### config.mk
export PLATFORM = sky130hd
export DESIGN_NAME = uart_tx_with_fifo_top
export DESIGN_NICKNAME = d
export VERILOG_FILES = /design/src/hdl/utx_pkg.sv /design/src/hdl/utx_ram.sv /design/src/hdl/utx_fifo.sv /design/src/hdl/utx_ser.sv /design/src/hdl/uart_tx_with_fifo_top.sv
export SDC_FILE = /design/constraint.sdc
export NUM_CORES = 2
export LEC_CHECK = 0
export BUFFER_PORTS_ARGS = -buffer_cell sky130_fd_sc_hd__buf_4
export CAP_MARGIN = 25
export CORE_MARGIN = 8
export CORE_UTILIZATION = 25
export DETAILED_ROUTE_END_ITERATION = 12
export GPL_ROUTABILITY_DRIVEN = 0
export MAX_ROUTING_LAYER = met4
export SETUP_SLACK_MARGIN = 0.3
export SLEW_MARGIN = 20
export SYNTH_ARGS = -nofsm -noshare
export SYNTH_HDL_FRONTEND = slang
export SYNTH_HIERARCHICAL = 1
export SYNTH_SLANG_ARGS = --single-unit
### constraint.sdc
create_clock -name clk_i -period 7.2 [get_ports clk_i]
set_clock_uncertainty 0.15 [all_clocks]
set_input_delay 1.44 -clock clk_i [delete_from_list [all_inputs] [get_ports clk_i]]
set_output_delay 1.44 -clock clk_i [all_outputs]
set_load 0.005 [all_outputs]
### src/hdl/utx_pkg.sv
package utx_pkg;

  // Bit timing
  localparam logic [15:0] MinTicks   = 16'd40;
  localparam logic [15:0] ResetTicks = 16'd104;

  // Frame positions: start bit is 0, data bits 1..8, stop bit 9
  localparam logic [3:0] FirstDataPos = 4'd1;
  localparam logic [3:0] LastDataPos  = 4'd8;
  localparam logic [3:0] StopPos      = 4'd9;

  // Config register index (paddr[2])
  localparam logic RegTicksPerBit = 1'b0;

  // Result field widths
  localparam int unsigned CountW   = 9;
  localparam int unsigned ResultW  = 12;
  localparam int unsigned MDataW   = 16;

  typedef struct packed {
    logic full;
    logic empty;
  } utx_fifo_stat_t;

endpackage

### src/hdl/utx_ram.sv
module utx_ram #(
  parameter int unsigned Width = 8,
  parameter int unsigned Depth = 512
) (
  input  logic                     clk_i,
  input  logic                     we_i,
  input  logic [$clog2(Depth)-1:0] waddr_i,
  input  logic [Width-1:0]         wdata_i,
  input  logic [$clog2(Depth)-1:0] raddr_i,
  output logic [Width-1:0]         rdata_o
);

  logic [Width-1:0] mem_q [Depth];
  logic [Width-1:0] rdata_q;

  always_ff @(posedge clk_i) begin
    if (we_i) begin
      mem_q[waddr_i] <= wdata_i;
    end
    rdata_q <= mem_q[raddr_i];
  end

  assign rdata_o = rdata_q;

endmodule

### src/hdl/utx_fifo.sv
module utx_fifo #(
  parameter int unsigned Depth = 512
) (
  input  logic                         clk_i,
  input  logic                         rst_ni,
  input  logic                         push_i,
  input  logic [7:0]                   wdata_i,
  input  logic                         pop_i,
  output logic [7:0]                   rdata_o,
  output utx_pkg::utx_fifo_stat_t      stat_o,
  output logic [$clog2(Depth)-1:0]     count_next_o
);
  import utx_pkg::*;

  localparam int unsigned PtrW = $clog2(Depth);
  localparam logic [PtrW-1:0] LastIdx = PtrW'(Depth - 1);
  localparam logic [PtrW:0]   DepthW  = (PtrW+1)'(Depth);

  logic [PtrW-1:0] wr_ptr_q, wr_ptr_d;
  logic [PtrW-1:0] rd_ptr_q, rd_ptr_d;
  logic [PtrW-1:0] count_now;

  function automatic logic [PtrW-1:0] ptr_inc(input logic [PtrW-1:0] p);
    ptr_inc = (p == LastIdx) ? '0 : p + 1'b1;
  endfunction

  // occupancy with wrap at Depth (need not be a power of two)
  function automatic logic [PtrW-1:0] occupancy(input logic [PtrW-1:0] w,
                                                input logic [PtrW-1:0] r);
    logic [PtrW:0] diff;
    diff = (w >= r) ? ({1'b0, w} - {1'b0, r}) : ({1'b0, w} + DepthW - {1'b0, r});
    occupancy = diff[PtrW-1:0];
  endfunction

  assign wr_ptr_d = push_i ? ptr_inc(wr_ptr_q) : wr_ptr_q;
  assign rd_ptr_d = pop_i  ? ptr_inc(rd_ptr_q) : rd_ptr_q;

  assign count_now    = occupancy(wr_ptr_q, rd_ptr_q);
  assign count_next_o = occupancy(wr_ptr_d, rd_ptr_d);

  assign stat_o.full  = (count_now >= LastIdx);
  assign stat_o.empty = (count_now == '0);

  always_ff @(posedge clk_i or negedge rst_ni) begin
    if (!rst_ni) begin
      wr_ptr_q <= '0;
      rd_ptr_q <= '0;
    end else begin
      wr_ptr_q <= wr_ptr_d;
      rd_ptr_q <= rd_ptr_d;
    end
  end

  // head entry is read every cycle; the popped entry's data is valid in the cycle after a pop
  utx_ram #(
    .Width (8),
    .Depth (Depth)
  ) u_ram (
    .clk_i   (clk_i),
    .we_i    (push_i),
    .waddr_i (wr_ptr_q),
    .wdata_i (wdata_i),
    .raddr_i (rd_ptr_q),
    .rdata_o (rdata_o)
  );

endmodule

### src/hdl/utx_ser.sv
module utx_ser (
  input  logic                    clk_i,
  input  logic                    rst_ni,
  input  logic                    tick_i,
  input  logic                    push_i,
  input  logic [7:0]              byte_i,
  input  utx_pkg::utx_fifo_stat_t fifo_stat_i,
  input  logic [7:0]              fifo_rdata_i,
  input  logic [15:0]             bit_len_i,
  output logic                    pop_o,
  output logic                    line_next_o,
  output logic                    busy_next_o
);
  import utx_pkg::*;

  logic        sending_q, sending_d;
  logic [3:0]  bit_pos_q, bit_pos_d;
  logic [7:0]  frame_byte_q, frame_byte_d;
  logic [15:0] tick_cnt_q, tick_cnt_d;
  logic        line_q, line_d;
  logic        load_q, load_d;
  logic [15:0] tick_inc;
  logic [3:0]  pos_inc;
  logic [2:0]  bit_idx;

  assign tick_inc = tick_cnt_q + 16'd1;
  assign pos_inc  = bit_pos_q + 4'd1;
  assign bit_idx  = 3'(pos_inc - FirstDataPos);

  always_comb begin
    sending_d    = sending_q;
    bit_pos_d    = bit_pos_q;
    frame_byte_d = frame_byte_q;
    tick_cnt_d   = tick_cnt_q;
    line_d       = line_q;
    load_d       = 1'b0;
    pop_o        = 1'b0;

    // byte popped on the previous cycle: RAM data now valid
    if (load_q) begin
      frame_byte_d = fifo_rdata_i;
    end

    if (push_i && !sending_q) begin
      // idle: FIFO is empty, so the new byte goes straight out
      pop_o        = 1'b1;
      frame_byte_d = byte_i;
      bit_pos_d    = '0;
      sending_d    = 1'b1;
      tick_cnt_d   = '0;
      line_d       = 1'b0;
    end else if (tick_i && sending_q) begin
      if (tick_inc >= bit_len_i || tick_inc == '0) begin
        tick_cnt_d = '0;
        bit_pos_d  = pos_inc;
        if (pos_inc >= FirstDataPos && pos_inc <= LastDataPos) begin
          line_d = frame_byte_q[bit_idx];
        end else if (pos_inc == StopPos) begin
          line_d = 1'b1;
        end else begin
          // stop bit done: chain next byte or go idle
          line_d = 1'b1;
          if (!fifo_stat_i.empty) begin
            pop_o     = 1'b1;
            load_d    = 1'b1;
            bit_pos_d = '0;
            line_d    = 1'b0;
          end else begin
            sending_d = 1'b0;
          end
        end
      end else begin
        tick_cnt_d = tick_inc;
      end
    end
  end

  always_ff @(posedge clk_i or negedge rst_ni) begin
    if (!rst_ni) begin
      sending_q    <= 1'b0;
      bit_pos_q    <= '0;
      frame_byte_q <= '0;
      tick_cnt_q   <= '0;
      line_q       <= 1'b1;
      load_q       <= 1'b0;
    end else begin
      sending_q    <= sending_d;
      bit_pos_q    <= bit_pos_d;
      frame_byte_q <= frame_byte_d;
      tick_cnt_q   <= tick_cnt_d;
      line_q       <= line_d;
      load_q       <= load_d;
    end
  end

  assign line_next_o = line_d;
  assign busy_next_o = sending_d;

endmodule

### src/hdl/uart_tx_with_fifo_top.sv
// 8N1 serial transmitter model fed from a byte FIFO.
//
// Input stream: each beat is one timer tick (tuser = 0) or one byte to
// queue (tuser = 1, byte in tdata). A byte offered to a full FIFO is
// dropped; Depth-1 entries are usable. A byte queued while idle starts
// its frame at once (start bit low). Each bit lasts the programmed bit
// period in ticks, data LSB first, then a high stop bit; the next queued
// byte follows the stop bit directly.
// Output stream: one beat per input beat with the line level, busy flag,
// accepted flag and FIFO occupancy after that input.
// Config: APB, register 0 (addr 0x0) = bit period in ticks, writes below
// 40 are stored as 40.
// The result is in the output register in the cycle after the input
// beat. Throughput: one beat per cycle unless the receiver stalls; the
// state update and FIFO pointer step are combinational before it.
// Receiver stall: the result is held and s_axis_tready drops while the
// output register is full and m_axis_tready is low.
// Reset: line high, idle, FIFO empty, bit period = 104 ticks.
module uart_tx_with_fifo_top #(
  parameter int unsigned FifoDepth = 512
) (
  input  logic        clk_i,
  input  logic        rst_ni,
  // input beats
  input  logic        s_axis_tvalid_i,
  output logic        s_axis_tready_o,
  input  logic [7:0]  s_axis_tdata_i,   // [7:0] data_byte
  input  logic        s_axis_tuser_i,   // [0] action: 0 tick, 1 queue byte
  // result beats
  output logic        m_axis_tvalid_o,
  input  logic        m_axis_tready_i,
  output logic [15:0] m_axis_tdata_o,   // [0] tx_line, [1] busy_res,
                                        // [2] accepted, [11:3] bytes_waiting,
                                        // [15:12] zero
  // config
  input  logic        psel_i,
  input  logic        penable_i,
  input  logic        pwrite_i,
  input  logic [2:0]  paddr_i,
  input  logic [31:0] pwdata_i,
  output logic [31:0] prdata_o,
  output logic        pready_o
);
  import utx_pkg::*;

  localparam int unsigned PtrW = $clog2(FifoDepth);
  localparam int unsigned ExtW = (PtrW > CountW) ? PtrW : CountW;

  logic                in_beat;
  logic                push;
  logic                tick;
  logic                pop;
  logic                line_next;
  logic                busy_next;
  logic [7:0]          fifo_rdata;
  logic [PtrW-1:0]     count_next;
  logic [ExtW-1:0]     count_ext;
  utx_fifo_stat_t      fifo_stat;

  logic [15:0]         tpb_q;
  logic [15:0]         wr_val;
  logic                cfg_wr;

  logic                out_valid_q, out_valid_d;
  logic [ResultW-1:0]  out_data_q;
  logic [ResultW-1:0]  result;

  // ---------------- config ----------------
  assign pready_o = 1'b1;
  assign cfg_wr   = psel_i && penable_i && pwrite_i && (paddr_i[2] == RegTicksPerBit);
  assign wr_val   = (pwdata_i[15:0] < MinTicks) ? MinTicks : pwdata_i[15:0];
  assign prdata_o = (paddr_i[2] == RegTicksPerBit) ? {16'd0, tpb_q} : '0;

  always_ff @(posedge clk_i or negedge rst_ni) begin
    if (!rst_ni) begin
      tpb_q <= ResetTicks;
    end else if (cfg_wr) begin
      tpb_q <= wr_val;
    end
  end

  // ---------------- input side ----------------
  // free output register, or one being drained this cycle
  assign s_axis_tready_o = !out_valid_q || m_axis_tready_i;
  assign in_beat         = s_axis_tvalid_i && s_axis_tready_o;
  assign push            = in_beat && s_axis_tuser_i && !fifo_stat.full;
  assign tick            = in_beat && !s_axis_tuser_i;

  utx_fifo #(
    .Depth (FifoDepth)
  ) u_fifo (
    .clk_i        (clk_i),
    .rst_ni       (rst_ni),
    .push_i       (push),
    .wdata_i      (s_axis_tdata_i),
    .pop_i        (pop),
    .rdata_o      (fifo_rdata),
    .stat_o       (fifo_stat),
    .count_next_o (count_next)
  );

  utx_ser u_ser (
    .clk_i        (clk_i),
    .rst_ni       (rst_ni),
    .tick_i       (tick),
    .push_i       (push),
    .byte_i       (s_axis_tdata_i),
    .fifo_stat_i  (fifo_stat),
    .fifo_rdata_i (fifo_rdata),
    .bit_len_i    (tpb_q),
    .pop_o        (pop),
    .line_next_o  (line_next),
    .busy_next_o  (busy_next)
  );

  // occupancy masked to the 9-bit field
  assign count_ext = ExtW'(count_next);
  assign result    = {count_ext[CountW-1:0], push, busy_next, line_next};

  // ---------------- output register ----------------
  always_comb begin
    out_valid_d = out_valid_q;
    if (in_beat) begin
      out_valid_d = 1'b1;
    end else if (m_axis_tready_i) begin
      out_valid_d = 1'b0;
    end
  end

  always_ff @(posedge clk_i or negedge rst_ni) begin
    if (!rst_ni) begin
      out_valid_q <= 1'b0;
    end else begin
      out_valid_q <= out_valid_d;
    end
  end

  always_ff @(posedge clk_i) begin
    if (in_beat) begin
      out_data_q <= result;
    end
  end

  assign m_axis_tvalid_o = out_valid_q;
  assign m_axis_tdata_o  = {(MDataW-ResultW)'(0), out_data_q};

endmodule
==> impl_metrics.ini <==
[power_and_ir_drop]
ir_drop_v = 0.000259
powerDensity_nw_per_um2 = 300
leakage_nw = 58.3

[global_routing]
grt_max_degree = 201
grtUsageMet1 = 0.164
antenna_found_initial = 14
top_usage_layer = met2
use_met2 = 0.184
overflow = 0
grt_use_met3 = 0.0207
track_usage = 0.120
grt_pass1_vias = 82700
grt_pass1_wl_mm = 604

[clock_network]
cts_buffers = 426
clk_pin_slew_ps = 60
clock-sinks = 4182
clockBufferDepth = 4
cts_tree = yes
post-cts-setup-buffer-count = 0
cts_root_buffer = clkbuf_16
cts_hold_buf = 0
htree_levels = 5
clkLatencyLatePin_ps = 970
post_cts_resized = 0

[layout]
drive_gt1_frac = 0.173
fillers = 64100
area_growth_pct = 14.4
nets = 8864
final_cell_count_no_fill = 17800
utilization = 0.287

[drt]
drt_iter0_markers = 10200
dr.pass1.iters = 6
wirelength_mm = 422
drc = 0
wl_per_cell_um = 23.7
viasPerCell = 4.75
vias = 84700
postRouteAntennaNets = 0

[timing]
rsz0062_at_grt = no
max_clock_freq_ghz = 0.161
finalSetupTns_ps = 0
relSlewSlack = 0.0630
hold_viol_final = 0
finalCritPeriodShare = 0.862
max_slew.worst_pin.slew_ps = 1410
setup_violations = 0
maxSlewViolCount = 0
fin_crit_ps = 6200

[critical_path]
rr_startpoint = u_ser/tick_cnt_q[0]$_DFFE_PN0P_
crit_arrival_ps = 6760
endpoint_kind = flop
reg2reg_depth = 24
rrSetupSlack_ps = 1000
worstSetupStartpointType = flop
rr_endpoint = out_data_q[8]$_DFFE_PP_
crit_type = flop to flop
cp_max_fo = 8
crit_required_ps = 7760

[floorplan]
die-area_sq_um = 688000
io_pins = 102
fp.dieH_um = 829
core_sq_um = 659000
start_util = 0.251
dieWidth_um = 829
row_count = 298

[placement]
dpl.cell_count = 17000
hpwl_mm = 249
io_buffers = 62

[synthesis]
synth-seq-cells = 4182
ys_async_sr_fraction = 0.0158
ys_types = 87
synth-edff-count = 4108
synth_ff_type = edfxtp_1
syn_inst = 8632
synth_seq_area_share = 0.757
avgSynthCellArea_sq_um = 19.2
synth_warnings = 6
synthesis.area_sq_um = 165000

[status]
outcome = finished clean

[worst_hold_path]
hold_path.class = input port to async pin

[job]
max_cap_viol_count = 0
synthesized netlist by cell type, types with 40 or more instances:
cell	n	area share
o221ai_1	372	0.020
clkbuf_1	277	0.0063
dfrtp_1	62	0.0094
edfxtp_1	4108	0.75
buf_2	61	0.0018
a21oi_1	213	0.0064
inv_1	58	0.0013
nand4_1	40	0.0015
nand3_1	57	0.0017
mux4_2	656	0.089
nand2_1	197	0.0045
buf_6	64	0.0044
o21ai_0	149	0.0045
buf_4	91	0.0041
o22ai_1	165	0.0062
mux2i_1	815	0.049
buf_1	42	0.00095
nor3_1	124	0.0038
ha_1	42	0.0032
nor2_1	622	0.014
a22oi_1	63	0.0029
sequential cells by signal, summed over array words and instances (netlist names):
register	flops
u_ser/tick_cnt_q	16
u_fifo/u_ram/mem_q	4096
tpb_q	16
u_ser/load_q	1
u_ser/line_q	1
u_fifo/wr_ptr_q	9
u_fifo/rd_ptr_q	9
u_fifo/u_ram/rdata_o	8
m_axis_tvalid_o	1
u_ser/frame_byte_q	8
u_ser/sending_q	1
u_ser/bit_pos_q	4
out_data_q	12
per-stage QoR:
stage,total power [mW],instance area [sq um],setup slack [ps],hold WS [ps]
2_1_floorplan,33.6,165000,1920,294
3_3_place_gp,36.0,176000,699,314
3_5_place_dp,36.0,176000,872,316
4_1_cts,57.3,189000,822,111
5_1_grt,58.6,189000,377,162
6_report,56.8,189000,996,199
layer usage:
layer  vias to the layer above  part of all wire
met3                       667             0.081
met2                      3442              0.46
li1                      35800                 -
met1                     44800              0.43
met4                         0             0.027
met5                         -                 0
critical path, stage by stage, from the launching register on:
cell       delay, ps
dfrtp_1          480
ha_1             340
nand2_1           80
nor2_1           160
nand3_1          200
nor3_1           300
xor2_1           230
ha_1             270
o2111ai_1        300
nor3_1           110
a221oi_1         520
nand2_1          240
o21ai_4          330
o21ai_0          220
buf_2            220
nand2b_1         140
nor2_1            60
a21oi_1          320
ha_1             300
nor2b_1          130
o21ai_0          250
a21boi_1         130
o21ai_0          210
nor2b_1          210
xnor2_1           90
how the worst max path moves through the flow:
stage,cells after the start,startpoint,slack [ps],endpoint
4_1_cts,23,u_ser/tick_cnt_q[0]$_DFFE_PN0P_,820,out_data_q[11]$_DFFE_PP_
6_report,24,u_ser/tick_cnt_q[0]$_DFFE_PN0P_,1000,out_data_q[8]$_DFFE_PP_
2_1_floorplan,24,u_fifo/wr_ptr_q[0]$_DFF_PN0_,1920,out_data_q[11]$_DFFE_PP_
3_3_place_gp,23,u_ser/tick_cnt_q[0]$_DFFE_PN0P_,700,out_data_q[11]$_DFFE_PP_
3_5_place_dp,23,u_ser/tick_cnt_q[0]$_DFFE_PN0P_,870,out_data_q[11]$_DFFE_PP_
5_1_grt,24,u_ser/tick_cnt_q[0]$_DFFE_PN0P_,380,out_data_q[8]$_DFFE_PP_
power by group:
group | internal (mW) | leakage [nW] | total (mW) | switching [mW]
combinational | 3.56 | 14.0 | 8.40 | 4.85
sequential | 26.9 | 37.8 | 27.0 | 0.168
clock | 12.1 | 6.53 | 21.3 | 9.24
logic make-up (layout without fill, tap and decap cells):
| group | after synthesis | after routing | share of synthesized area |
|---|---|---|---|
| adder cells (fa/ha/maj) | 44 | 44 | 0.00342 |
| flip-flops | 4182 | 4182 | 0.757 |
| AO/OA/AOI/OAI | 1090 | 1090 | 0.0463 |
| other | 2 | 28 | 0.0000454 |
| multiplexers | 1474 | 1474 | 0.139 |
| buffers and inverters | 612 | 1082 | 0.0206 |
| XOR/XNOR | 27 | 27 | 0.00143 |
| AND/OR/NAND/NOR | 1201 | 1201 | 0.0325 |
cells in the final DEF, fill, tap and decap left out, types with 17 or more instances in the layout:
cell and n:
edfxtp_1 4108, mux2i_1 815, mux4_2 656, nor2_1 620, clkbuf_16 429, o221ai_1 372
a21oi_1 213, buf_4 199, nand2_1 182, o22ai_1 165, o21ai_0 149, nor3_1 121
clkbuf_1 95, clkinv_1 86, clkinv_2 82, a22oi_1 63, inv_1 57, dfrtp_1 57
nand3_1 53, ha_1 42, nand4_1 40, nor4_1 35, buf_12 33, bufinv_16 30
nor2b_1 27, conb_1 21, xnor2_1 21, clkinvlp_4 20, a211oi_1 20, and2_1 20
nand2b_1 17
cell type report:
type / count / area [sq um] / area share
clock inverter: 249 / 2210 / 0.0117
sequential: 4182 / 125000 / 0.662
multi-input combinational: 3857 / 37100 / 0.196
antenna: 7 / 17.5 / 0.0000926
tap: 8700 / 10900 / 0.0576
inverter: 59 / 229 / 0.00121
timing repair buffer: 243 / 2310 / 0.0122
clock buffer: 531 / 11200 / 0.0592
Note: power is estimated with default switching activity, not from simulation.
